### config.mk
export PLATFORM = sky130hd
export DESIGN_NAME = heat_cool_onoff_regulator
export DESIGN_NICKNAME = d
export VERILOG_FILES = /design/src/hw/rtl/hcr_pkg.sv /design/src/hw/rtl/hcr_cfg_regs.sv /design/src/hw/rtl/hcr_in_stage.sv /design/src/hw/rtl/hcr_core.sv /design/src/hw/rtl/hcr_out_stage.sv /design/src/hw/rtl/heat_cool_onoff_regulator.sv
export SDC_FILE = /design/constraint.sdc
export NUM_CORES = 1
export LEC_CHECK = 0
export CAP_MARGIN = 5
export CORE_MARGIN = 2
export CORE_UTILIZATION = 49
export CTS_BUF_LIST = sky130_fd_sc_hd__clkbuf_4
export CTS_CLUSTER_SIZE = 8
export DETAILED_ROUTE_END_ITERATION = 16
export DONT_BUFFER_PORTS = 1
export SYNTH_ARGS = -nofsm -noshare
export SYNTH_HDL_FRONTEND = slang
export SYNTH_SLANG_ARGS = --single-unit
### constraint.sdc
create_clock -name i_clk -period 10.3 [get_ports i_clk]
set_input_delay 0.515 -clock i_clk [delete_from_list [all_inputs] [get_ports i_clk]]
set_output_delay 0.515 -clock i_clk [all_outputs]
set_load 0.02 [all_outputs]
### src/hw/rtl/hcr_pkg.sv
// hcr_pkg: shared types and constants for the heat/cool on/off regulator
// no dependencies; imported by every module of the block
`timescale 1ns / 1ps
`default_nettype none

package hcr_pkg;

    localparam int unsigned VAL_W   = 16;
    localparam int unsigned BAND_W  = 15;
    localparam int unsigned LEVEL_W = 16;
    localparam int unsigned FAIL_W  = 8;
    localparam int unsigned CFG_DW  = 16;
    localparam int unsigned CFG_IW  = 3;

    localparam logic [FAIL_W-1:0] FAIL_LIMIT_RST = 8'd3;
    localparam logic [FAIL_W-1:0] FAIL_CNT_MAX   = 8'd255;

    // command carried with each input transaction
    typedef enum logic [1:0] {
        CMD_TICK    = 2'd0,
        CMD_ENABLE  = 2'd1,
        CMD_DISABLE = 2'd2,
        CMD_OFF     = 2'd3
    } t_cmd;

    // regulator run state
    typedef enum logic [1:0] {
        RUN_OFF  = 2'd0,
        RUN_INIT = 2'd1,
        RUN_BUSY = 2'd2
    } t_run;

    // active actuator
    typedef enum logic [1:0] {
        SIDE_HEATER = 2'd0,
        SIDE_COOLER = 2'd1,
        SIDE_NONE   = 2'd2
    } t_side;

    // configuration register indexes
    typedef enum logic [CFG_IW-1:0] {
        CFG_GOAL         = 3'd0,
        CFG_HEATER_BAND  = 3'd1,
        CFG_COOLER_BAND  = 3'd2,
        CFG_SWAP_DELAY   = 3'd3,
        CFG_HEATER_LEVEL = 3'd4,
        CFG_COOLER_LEVEL = 3'd5,
        CFG_FAIL_LIMIT   = 3'd6
    } t_cfg_idx;

    typedef struct packed {
        logic signed [VAL_W-1:0] goal;
        logic [BAND_W-1:0]       heater_band;
        logic [BAND_W-1:0]       cooler_band;
        logic [VAL_W-1:0]        swap_delay;
        logic [LEVEL_W-1:0]      heater_level;
        logic [LEVEL_W-1:0]      cooler_level;
        logic [FAIL_W-1:0]       fail_limit;
    } t_cfg;

    typedef struct packed {
        logic [1:0]              mode;
        logic                    reading_ok;
        logic signed [VAL_W-1:0] reading;
    } t_item;

    typedef struct packed {
        logic                 driving;
        t_side                active_side;
        t_run                 run_state;
        logic [LEVEL_W-1:0]   cooler_drive;
        logic [LEVEL_W-1:0]   heater_drive;
    } t_result;

endpackage

`default_nettype wire

### src/hw/rtl/hcr_cfg_regs.sv
// hcr_cfg_regs: configuration register file, write only
// depends on hcr_pkg
`timescale 1ns / 1ps
`default_nettype none

module hcr_cfg_regs (
    input  wire logic                      i_clk,
    input  wire logic                      i_rst_n,
    input  wire logic                      i_we,
    input  wire logic [hcr_pkg::CFG_IW-1:0] i_idx,
    input  wire logic [hcr_pkg::CFG_DW-1:0] i_data,
    output hcr_pkg::t_cfg                   o_cfg
);
    import hcr_pkg::*;

    t_cfg r_cfg;

    // register writes, unknown indexes ignored
    always_ff @(posedge i_clk) begin
        if (!i_rst_n) begin
            r_cfg.goal         <= '0;
            r_cfg.heater_band  <= '0;
            r_cfg.cooler_band  <= '0;
            r_cfg.swap_delay   <= '0;
            r_cfg.heater_level <= '0;
            r_cfg.cooler_level <= '0;
            r_cfg.fail_limit   <= FAIL_LIMIT_RST;
        end else if (i_we) begin
            unique case (i_idx)
                CFG_GOAL:         r_cfg.goal         <= i_data;
                CFG_HEATER_BAND:  r_cfg.heater_band  <= i_data[BAND_W-1:0];
                CFG_COOLER_BAND:  r_cfg.cooler_band  <= i_data[BAND_W-1:0];
                CFG_SWAP_DELAY:   r_cfg.swap_delay   <= i_data;
                CFG_HEATER_LEVEL: r_cfg.heater_level <= i_data;
                CFG_COOLER_LEVEL: r_cfg.cooler_level <= i_data;
                CFG_FAIL_LIMIT:   r_cfg.fail_limit   <= i_data[FAIL_W-1:0];
                default: begin
                end
            endcase
        end
    end

    assign o_cfg = r_cfg;

endmodule

`default_nettype wire

### src/hw/rtl/hcr_in_stage.sv
// hcr_in_stage: input register holding one command transaction
// depends on hcr_pkg
`timescale 1ns / 1ps
`default_nettype none

module hcr_in_stage (
    input  wire logic          i_clk,
    input  wire logic          i_rst_n,
    input  wire logic          i_valid,
    output logic               o_ready,
    input  hcr_pkg::t_item     i_item,
    output logic               o_valid,
    input  wire logic          i_take,
    output hcr_pkg::t_item     o_item
);
    import hcr_pkg::*;

    logic  r_valid;
    t_item r_item;

    // free when empty or when the held item moves on this cycle
    assign o_ready = !r_valid || i_take;

    always_ff @(posedge i_clk) begin
        if (!i_rst_n) begin
            r_valid <= 1'b0;
        end else if (o_ready) begin
            r_valid <= i_valid;
        end
    end

    // payload, no reset needed
    always_ff @(posedge i_clk) begin
        if (o_ready && i_valid) begin
            r_item <= i_item;
        end
    end

    assign o_valid = r_valid;
    assign o_item  = r_item;

endmodule

`default_nettype wire

### src/hw/rtl/hcr_core.sv
// hcr_core: regulator state registers and next-state logic
// depends on hcr_pkg; one command is applied per cycle when i_en is high
`timescale 1ns / 1ps
`default_nettype none

module hcr_core (
    input  wire logic        i_clk,
    input  wire logic        i_rst_n,
    input  wire logic        i_en,
    input  hcr_pkg::t_item   i_item,
    input  hcr_pkg::t_cfg    i_cfg,
    output hcr_pkg::t_result o_result
);
    import hcr_pkg::*;

    localparam int unsigned SUM_W = VAL_W + 2;

    t_run               r_run,       n_run;
    t_side              r_side,      n_side;
    logic               r_phase,     n_phase;
    logic [VAL_W-1:0]   r_out_ticks, n_out_ticks;
    logic [FAIL_W-1:0]  r_fail_cnt,  n_fail_cnt;
    logic [LEVEL_W-1:0] r_heat_out,  n_heat_out;
    logic [LEVEL_W-1:0] r_cool_out,  n_cool_out;

    logic signed [SUM_W-1:0] goal_x, rd_x;
    logic signed [SUM_W-1:0] heat_hi, heat_lo, cool_hi, cool_lo;
    logic above_heat, below_heat, above_cool, below_cool;
    logic was_cool, now_cool, out_band, swap;

    // band limits at 18 bits so sums cannot wrap
    always_comb begin
        goal_x  = SUM_W'(i_cfg.goal);
        rd_x    = SUM_W'(i_item.reading);
        heat_hi = goal_x + $signed({3'b000, i_cfg.heater_band});
        heat_lo = goal_x - $signed({3'b000, i_cfg.heater_band});
        cool_hi = goal_x + $signed({3'b000, i_cfg.cooler_band});
        cool_lo = goal_x - $signed({3'b000, i_cfg.cooler_band});
        above_heat = rd_x > heat_hi;
        below_heat = rd_x < heat_lo;
        above_cool = rd_x > cool_hi;
        below_cool = rd_x < cool_lo;
    end

    // out-of-band test and swap decision for a busy tick
    always_comb begin
        was_cool = (r_side == SIDE_COOLER);
        out_band = was_cool ? below_cool : above_heat;
        swap     = out_band && (r_out_ticks >= i_cfg.swap_delay);
        now_cool = was_cool ^ swap;
    end

    // next state
    always_comb begin
        n_run       = r_run;
        n_side      = r_side;
        n_phase     = r_phase;
        n_out_ticks = r_out_ticks;
        n_fail_cnt  = r_fail_cnt;
        n_heat_out  = r_heat_out;
        n_cool_out  = r_cool_out;
        unique case (t_cmd'(i_item.mode))
            CMD_ENABLE: begin
                n_run = RUN_INIT;
            end
            CMD_DISABLE: begin
                n_heat_out  = '0;
                n_cool_out  = '0;
                n_out_ticks = '0;
                n_side      = SIDE_NONE;
                n_phase     = 1'b0;
                n_run       = RUN_OFF;
            end
            CMD_OFF: begin
                n_run      = RUN_OFF;
                n_heat_out = '0;
                n_cool_out = '0;
            end
            CMD_TICK: begin
                unique case (r_run)
                    RUN_INIT: begin
                        n_out_ticks = '0;
                        n_heat_out  = '0;
                        n_cool_out  = '0;
                        n_fail_cnt  = '0;
                        n_phase     = 1'b0;
                        n_side      = SIDE_HEATER;
                        if (i_item.reading_ok) begin
                            if (rd_x > goal_x) begin
                                n_side = SIDE_COOLER;
                            end
                            n_run = RUN_BUSY;
                        end
                    end
                    RUN_BUSY: begin
                        if (i_item.reading_ok) begin
                            n_fail_cnt = '0;
                            // dwell counter restarts on swap or return to band
                            if (swap || !out_band) begin
                                n_out_ticks = '0;
                            end else begin
                                n_out_ticks = r_out_ticks + 1'b1;
                            end
                            n_side = now_cool ? SIDE_COOLER : SIDE_HEATER;
                            // drive follows the phase held before this tick
                            if (now_cool) begin
                                n_cool_out = r_phase ? i_cfg.cooler_level : '0;
                                n_heat_out = '0;
                            end else begin
                                n_heat_out = r_phase ? i_cfg.heater_level : '0;
                                n_cool_out = '0;
                            end
                            // hysteresis on the active side's band
                            if (now_cool) begin
                                n_phase = r_phase ? !below_cool : above_cool;
                            end else begin
                                n_phase = r_phase ? !above_heat : below_heat;
                            end
                        end else if (r_fail_cnt > i_cfg.fail_limit) begin
                            n_heat_out = '0;
                            n_cool_out = '0;
                            n_run      = RUN_INIT;
                        end else if (r_fail_cnt != FAIL_CNT_MAX) begin
                            n_fail_cnt = r_fail_cnt + 1'b1;
                        end
                    end
                    default: begin
                    end
                endcase
            end
            default: begin
            end
        endcase
    end

    // state registers
    always_ff @(posedge i_clk) begin
        if (!i_rst_n) begin
            r_run       <= RUN_OFF;
            r_side      <= SIDE_NONE;
            r_phase     <= 1'b0;
            r_out_ticks <= '0;
            r_fail_cnt  <= '0;
            r_heat_out  <= '0;
            r_cool_out  <= '0;
        end else if (i_en) begin
            r_run       <= n_run;
            r_side      <= n_side;
            r_phase     <= n_phase;
            r_out_ticks <= n_out_ticks;
            r_fail_cnt  <= n_fail_cnt;
            r_heat_out  <= n_heat_out;
            r_cool_out  <= n_cool_out;
        end
    end

    // result reports the state after the update
    always_comb begin
        o_result.heater_drive = n_heat_out;
        o_result.cooler_drive = n_cool_out;
        o_result.run_state    = n_run;
        o_result.active_side  = n_side;
        o_result.driving      = n_phase;
    end

endmodule

`default_nettype wire

### src/hw/rtl/hcr_out_stage.sv
// hcr_out_stage: result register on the master side
// depends on hcr_pkg
`timescale 1ns / 1ps
`default_nettype none

module hcr_out_stage (
    input  wire logic         i_clk,
    input  wire logic         i_rst_n,
    input  wire logic         i_load,
    output logic              o_free,
    input  hcr_pkg::t_result  i_result,
    output logic              o_valid,
    input  wire logic         i_ready,
    output hcr_pkg::t_result  o_result
);
    import hcr_pkg::*;

    logic    r_valid;
    t_result r_result;

    // can load when empty or when the held result is taken now
    assign o_free = !r_valid || i_ready;

    always_ff @(posedge i_clk) begin
        if (!i_rst_n) begin
            r_valid <= 1'b0;
        end else if (o_free) begin
            r_valid <= i_load;
        end
    end

    always_ff @(posedge i_clk) begin
        if (o_free && i_load) begin
            r_result <= i_result;
        end
    end

    assign o_valid  = r_valid;
    assign o_result = r_result;

endmodule

`default_nettype wire

### src/hw/rtl/heat_cool_onoff_regulator.sv
// heat_cool_onoff_regulator: on/off heater/cooler regulator with hysteresis
// a command waits in the input register, then its result is loaded into the result
// register driving o_m_axis_tdata; throughput: one command per cycle while the result
// stream is not stalled; the update is one compare-logic pass between those registers
// reset (synchronous, i_rst_n low): state off, side none, drives zero, fail_limit 3,
// other config and state registers zero, both pipeline stages empty
`timescale 1ns / 1ps
`default_nettype none

module heat_cool_onoff_regulator (
    input  wire logic        i_clk,
    input  wire logic        i_rst_n,
    // configuration write port
    input  wire logic        i_cfg_we,
    input  wire logic [2:0]  i_cfg_idx,
    input  wire logic [15:0] i_cfg_data,
    // command stream
    input  wire logic        i_s_axis_tvalid,
    output logic             o_s_axis_tready,
    input  wire logic [15:0] i_s_axis_tdata,  // [15:0] reading
    input  wire logic [2:0]  i_s_axis_tuser,  // [1:0] mode, [2] reading_ok
    // result stream
    output logic             o_m_axis_tvalid,
    input  wire logic        i_m_axis_tready,
    output logic [39:0]      o_m_axis_tdata   // [15:0] heater_drive, [31:16] cooler_drive,
                                              // [33:32] run_state, [35:34] active_side,
                                              // [36] driving, [39:37] zero
);
    import hcr_pkg::*;

    t_cfg    cfg;
    t_item   in_item, held_item;
    t_result core_result, out_result;
    logic    held_valid, out_free, advance;

    hcr_cfg_regs u_cfg (
        .i_clk   (i_clk),
        .i_rst_n (i_rst_n),
        .i_we    (i_cfg_we),
        .i_idx   (i_cfg_idx),
        .i_data  (i_cfg_data),
        .o_cfg   (cfg)
    );

    // unpack the slave-side transaction
    always_comb begin
        in_item.mode       = i_s_axis_tuser[1:0];
        in_item.reading_ok = i_s_axis_tuser[2];
        in_item.reading    = i_s_axis_tdata;
    end

    hcr_in_stage u_in (
        .i_clk   (i_clk),
        .i_rst_n (i_rst_n),
        .i_valid (i_s_axis_tvalid),
        .o_ready (o_s_axis_tready),
        .i_item  (in_item),
        .o_valid (held_valid),
        .i_take  (advance),
        .o_item  (held_item)
    );

    // state and result register update together
    assign advance = held_valid && out_free;

    hcr_core u_core (
        .i_clk    (i_clk),
        .i_rst_n  (i_rst_n),
        .i_en     (advance),
        .i_item   (held_item),
        .i_cfg    (cfg),
        .o_result (core_result)
    );

    hcr_out_stage u_out (
        .i_clk    (i_clk),
        .i_rst_n  (i_rst_n),
        .i_load   (advance),
        .o_free   (out_free),
        .i_result (core_result),
        .o_valid  (o_m_axis_tvalid),
        .i_ready  (i_m_axis_tready),
        .o_result (out_result)
    );

    // pack the master-side transaction
    assign o_m_axis_tdata = {3'b000, out_result};

    // heater drive only on the heater side while not off (enable keeps the drive)
    a_heat_drive_busy: assert property (@(posedge i_clk) disable iff (!i_rst_n)
        (o_m_axis_tvalid && out_result.heater_drive != '0) |->
        (out_result.run_state != RUN_OFF && out_result.active_side == SIDE_HEATER))
        else $error("heater driven outside heater state");

    // cooler drive only on the cooler side while not off (enable keeps the drive)
    a_cool_drive_busy: assert property (@(posedge i_clk) disable iff (!i_rst_n)
        (o_m_axis_tvalid && out_result.cooler_drive != '0) |->
        (out_result.run_state != RUN_OFF && out_result.active_side == SIDE_COOLER))
        else $error("cooler driven outside cooler state");

    // a stalled result register never takes a new result
    a_no_overwrite: assert property (@(posedge i_clk) disable iff (!i_rst_n)
        (o_m_axis_tvalid && !i_m_axis_tready) |-> !advance)
        else $error("result overwritten while stalled");

    // an accepted command is held until it reaches the result register
    a_in_held: assert property (@(posedge i_clk) disable iff (!i_rst_n)
        (i_s_axis_tvalid && o_s_axis_tready) |=> held_valid)
        else $error("accepted command lost");

endmodule

`default_nettype wire
# Word-level counts from Yosys, hierarchy flattened
# Index checks and enable logic that the tools add are counted.
[word_totals] register_bits=221 in_bits=43 output_inout_bits=42 elab_cells=119
[op_classes] add_sub_neg=6 order_cmp=7 eq_ne=17 mux=38 n_bitwise=1 reduce_logical=26
[ops] cell="$pmux W16 S2" n=6
[ops] cell="$mux W16" n=10
[ops] cell="$add A16 B16 Y17" n=2
[ops] cell="$gt A16 B17 Y1" n=2
[ops] cell="$lt A16 B17 Y1" n=2
[ops] cell="$sub A16 B16 Y17" n=2
[ops] cell="$mux W8" n=3
[ops] cell="$add A16 B1 Y16 const B" n=1
[ops] cell="$ge A16 B16 Y1" n=1
[ops] cell="$gt A16 B16 Y1" n=1
[ops] cell="$pmux W8 S2" n=1
[ops] cell="$reduce_and A2 Y1" n=7
[ops] cell="$pmux W2 S2" n=3
[ops] cell="$mux W2" n=5
[ops] cell="$eq A3 B3 Y1 const B" n=3
[ops] cell="$add A8 B1 Y8 const B" n=1
[ops] cell="$gt A8 B8 Y1" n=1
[ops] cell="$ne A8 B8 Y1 const B" n=1
[ops] cell="$mux W1" n=7
[ops] cell="$eq A2 B1 Y1 const B" n=3
[ops] cell="$eq A2 B2 Y1 const B" n=3
[ops] cell="$eq A3 B2 Y1 const B" n=2
[ops] cell="$ne A3 B2 Y1 const B" n=2
[ops] cell="$ne A3 B3 Y1 const B" n=2
[ops] cell="other kinds (13)" n=24

# Depth between registers and ports, before layout
[depth] depth_word=9 depth_mapped=22 mapped_depth_nobuf=21

# By module
# From an unflattened synthesis, not the netlist that was laid out.
[hier_totals] cells_unflattened=1483 area_unflattened_um2=13868.3
[modules_own_cells] module="hcr_core" instances=1 cells_per_inst=1055 area_each_um2=8316.7 seq_area_each_um2=1221.2
[modules_own_cells] module="hcr_cfg_regs" instances=1 cells_per_inst=357 area_each_um2=3722.3 seq_area_each_um2=2042.0
[modules_own_cells] module="hcr_out_stage" instances=1 cells_per_inst=42 area_each_um2=1168.6 seq_area_each_um2=1131.1
[modules_own_cells] module="hcr_in_stage" instances=1 cells_per_inst=24 area_each_um2=628.1 seq_area_each_um2=590.6
[modules_own_cells] module="heat_cool_onoff_regulator" instances=1 cells_per_inst=5 area_each_um2=32.5 seq_area_each_um2=0.0

# Worst setup path after synthesis
# No wires, ideal clock.
[synth_timing] path_type="register to register" from="register u_cfg.r_cfg (netlist bit u_cfg.o_cfg[72])" to="register u_out.r_result (netlist bit u_out.o_result[0]) (data pin)" setup_ns=0.256 t_arrival_ns=4.234 required_time_ns=10.044 slack_ns=5.810 path_stages_with_launch=21 path_buffers=1 synth_period_minus_slack_ns=4.490 path_cell_list="dfxtp_1 inv_1 ha_1 nand2b_1 a221oi_1 o221a_2 nor4_4 o41ai_1 a221o_1 or4_1 nand3_1 ha_1 nand3_1 a2111oi_2 o21ai_1 a21oi_2 nand3_1 a2bb2oi_4 nor3_2 buf_2 a22o_1"
[synth_lines] element="start: declaration" line="hcr_cfg_regs.sv:16" rtl="t_cfg r_cfg;"
[synth_lines] element="end signal: assignment" line="hcr_out_stage.sv:34" rtl="r_result <= i_result;"
[synth_lines] element="end: declaration" line="hcr_out_stage.sv:19" rtl="t_result r_result;"

# Final worst setup path
[layout_timing] from="register u_cfg.r_cfg (netlist bit u_cfg.o_cfg[72])" to="register u_core.r_out_ticks[8]"
[layout_between] elab_chain_cells=9 word_cells_on_any_way=10 classes_between="add/sub (1); order compare (1); mux (5); reduce/logical (3)"
[layout_lines] element="$add A16 B16 Y17 *" line="hcr_core.sv:35" rtl="heat_hi = goal_x + $signed({3'b000, i_cfg.heater_band});"
[layout_lines] element="$gt A16 B17 Y1 *" line="hcr_core.sv:39" rtl="above_heat = rd_x > heat_hi;"
[layout_lines] element="$mux W1 *" line="hcr_core.sv:48" rtl="out_band = was_cool ? below_cool : above_heat;"
[layout_lines] element="$logic_and A1 B1 Y1 / $logic_not A1 Y1 (equally long branches)" line="hcr_core.sv:49, hcr_core.sv:99"
[layout_lines] element="$logic_or A1 B1 Y1 *" line="hcr_core.sv:99" rtl="if (swap || !out_band) begin"
[layout_lines] element="$mux W16 *" line="hcr_core.sv:99"
[layout_lines] element="$mux W16 *" line="hcr_core.sv:96" rtl="if (i_item.reading_ok) begin"
[layout_lines] element="$pmux W16 S2 *" line="hcr_core.sv:80" rtl="unique case (r_run)"
[layout_lines] element="$pmux W16 S2 *" line="hcr_core.sv:62" rtl="unique case (t_cmd'(i_item.mode))"
[layout_lines] element="end signal: assignment" line="hcr_core.sv:150" rtl="r_out_ticks <= n_out_ticks;"
[layout_lines] element="end: declaration" line="hcr_core.sv:21" rtl="logic [VAL_W-1:0] r_out_ticks, n_out_ticks;"
# Every way passes the cells marked *; elsewhere a longest branch is shown, timed or not. The select of a mux whose other input is x is not followed.
# A chain may end at the register's enable or synchronous reset.

==> flow_summary.ini <==
[outcome]
status = finished, final reports clean

[layout]
fill_cells = 2660
layout-drive-gt1-share_pct = 8.47
mostFrequentLayoutCell = nand2_1
area_growth_pct = 11.0
final_cell_mix = nand2_1, a21oi_1, ha_1, dfxtp_1, inv_1
num-nets-final = 1871

[critical_path]
crit_type = reg2reg
r2r_end = u_core.r_out_ticks[8]
cpMaxStageDelayCell = nor4_4
cp_cell_sequence = inv_1 -> ha_1 -> nand2b_1 -> a221oi_1 -> o221a_2 -> nor4_4 -> o41ai_1 -> a221o_1 -> or4_1 -> nand3_1 -> ha_1 -> nand3_1 -> a2111oi_2 -> o21ai_1 -> a211oi_1 -> a31oi_1 -> nor4_4 -> a21oi_1 -> o21ai_1
cp-startpoint = u_cfg.o_cfg[72]
r2r.worst_path.cells = 19
max_stage_delay_ns = 0.97
crit_buf_inv = 1
endpoint_kind = flip-flop
critical_path_depth = 19
regToRegStartpoint = u_cfg.o_cfg[72]
worstSetupStartpointType = flip-flop
cp.required_ns = 10.95
crit_family = compound AO/OA/AOI/OAI gates
critical_path_arrival_ns = 6.28
cp_max_fo = 24
setup.worst_path.end = u_core.r_out_ticks[8]
r2r_setup_slack_ns = 4.67

[placement]
io_buffers = 0
place_ws_ns = 4.77
routabilityCongestion = 0.879
dp_hpwl_um = 27100

[sta]
final-setup-viol-count = 0
fmax_mhz = 178
min_period_ns = 5.63
relSlewSlack_pct = 19.9
rsz0062_at_grt = no
timing.setup.tns_ns = 0
tightest_slew_ns = 1.20
final.setup.worst_slack_ns = 4.67
finalClockSkew_ns = 0.0481
post-route-period-util_pct = 54.6
finalHoldViolCount = 0
final-max-slew-violation-count = 0

[floorplan]
rows = 61
boundaryPins = 85
dieArea_mm2 = 0.0294
die_x_um = 172
start_util_pct = 49.7
fp.coreArea_mm2 = 0.0277
die_h_um = 172

[grt]
grt_start_max_net_pins = 81
grt_pass1_wl_um = 59100
antenna_found_initial = 3
track_usage_pct = 25.5
grt_pass1_vias = 10700
grt-ovfl-total = 0

[hold_path]
hp-class = in2reg
min_delay_path_depth = 2

[clock_network]
clock-sinks = 221
postCtsSetupRepairBufs = 0
cts_buffers = 60
cts_max_level = 2
clk_pin_slew_ns = 0.06
cts_root_buf = clkbuf_4
cts_buffer_depth = 3
insertion_delay_ns = 0.73
cts_tree = yes

[routing]
drt-total-wl_um = 37400
first_pass_iters = 5
drtIter0Drc = 727
antenna_left = 0
drcViolationCount = 0
routed_via_density = 5.55
vias = 11600
wl_per_cell_um = 18.0

[synthesis]
yosysSeqAreaShare_pct = 36.2
avgSynthCellArea_um2 = 8.59
ys_async_sr_fraction_pct = 0
syn-instance-count = 1603
synthFlopType = dfxtp_1
synth-edff-count = 56
yosys_warnings = 0
yosys.cell_types.count = 77
syn_area_mm2 = 0.0138
synth_seq_cells = 221

[flow_run]
max_cap_violations = 0

[power]
pwr_density_cell_mw_per_mm2 = 136
ir_drop_v = 0.0000731
p_leak_nw = 5.96
## through the flow
stage	total power, W	area (um^2)	hold WS [ns]	utilization, %	instances
floorplan	0.00117	13800	0.436	-	1605
global placement	0.00124	14100	0.443	50.8	1931
detailed placement	0.00124	14100	0.447	50.8	1931
CTS	0.00210	15300	0.0120	55.1	2079
global route	0.00219	15300	0.0140	55.2	2081
finish	0.00208	15300	0.0686	55.2	2082
## power by group
group / internal [W] / switching [W]
logic: 0.000130 / 0.000184
clock network: 0.000451 / 0.000383
registers: 0.000909 / 0.0000280
total: 0.00149 / 0.000595
## area by class of cell
class                           count  area (um^2)  share of cell area, %
Antenna cell                        3         7.51                 0.0491
Multi-Input combinational cell   1193         8050                   52.7
Inverter                          129          485                   3.18
Timing Repair Buffer               49          465                   3.05
Clock inverter                     12         91.3                  0.598
Sequential cell                   221         4980                   32.6
Tap cell                          378          473                   3.09
Clock buffer                       97          728                   4.77
## state kept, by name, indices dropped and copies added (netlist names)
name,flops
u_in.o_item,19
u_core.r_cool_out,16
u_in.o_valid,1
u_core.r_out_ticks,16
u_out.o_valid,1
u_core.r_side,2
u_core.r_run,2
u_core.r_fail_cnt,8
u_out.o_result,37
u_core.r_heat_out,16
u_cfg.o_cfg,102
u_core.r_phase,1
## routing by layer
metal  track usage (%)  share of wire [%]
met1              35.5                 47
met2              40.8                 45
met3              4.53                6.0
met4              6.74                2.1
met5                 0              0.035
## synthesized netlist by cell type, types with 9 or more instances
| master | count | area share, % |
|---|---|---|
| a211oi_1 | 9 | 0.49 |
| a21o_1 | 16 | 0.87 |
| a21oi_1 | 177 | 6.4 |
| a22o_1 | 66 | 4.2 |
| a31oi_1 | 14 | 0.64 |
| and3_1 | 14 | 0.64 |
| clkbuf_1 | 46 | 1.3 |
| dfxtp_1 | 165 | 24 |
| edfxtp_1 | 56 | 12 |
| ha_1 | 170 | 15 |
| inv_1 | 124 | 3.4 |
| nand2_1 | 263 | 7.2 |
| nand2b_1 | 21 | 0.95 |
| nand3_1 | 53 | 1.9 |
| nand4_1 | 11 | 0.50 |
| nor2_1 | 82 | 2.2 |
| nor2b_1 | 17 | 0.77 |
| nor3_1 | 19 | 0.69 |
| o211ai_1 | 13 | 0.71 |
| o21a_1 | 11 | 0.60 |
| o21ai_0 | 33 | 1.2 |
| o21ai_1 | 14 | 0.51 |
| o21bai_1 | 10 | 0.55 |
| o31ai_1 | 9 | 0.49 |
| or3_1 | 12 | 0.55 |
| xnor2_1 | 42 | 2.7 |
| xor2_1 | 10 | 0.64 |
## cells by family after synthesis
logic type	synth area share, %
xor+xnor	3.31
compound gates	20.4
mux	0.291
other cells	0.0272
flops	36.2
simple gates	18.2
buf+inv	5.47
fa+ha+maj	16.0
## worst min path at each step
stage                                end  slack (ns)       startpoint
finish              u_core.r_fail_cnt[7]        0.07          i_rst_n
global route        u_core.r_fail_cnt[3]        0.01          i_rst_n
CTS                 u_core.r_fail_cnt[7]        0.01          i_rst_n
detailed placement       u_cfg.o_cfg[45]        0.45  u_cfg.o_cfg[45]
global placement         u_cfg.o_cfg[41]        0.44  u_cfg.o_cfg[41]
floorplan                 u_cfg.o_cfg[2]        0.44   u_cfg.o_cfg[2]
## repair_timing
| action | CTS | global route |
|---|---|---|
| endpoints found under the setup margin | 0 | 0 |
| resized for setup | 0 | 0 |
| endpoints found under the hold margin | 129 | 0 |
| hold buffers | 39 | 0 |
Power figures use the tool's default switching activity.
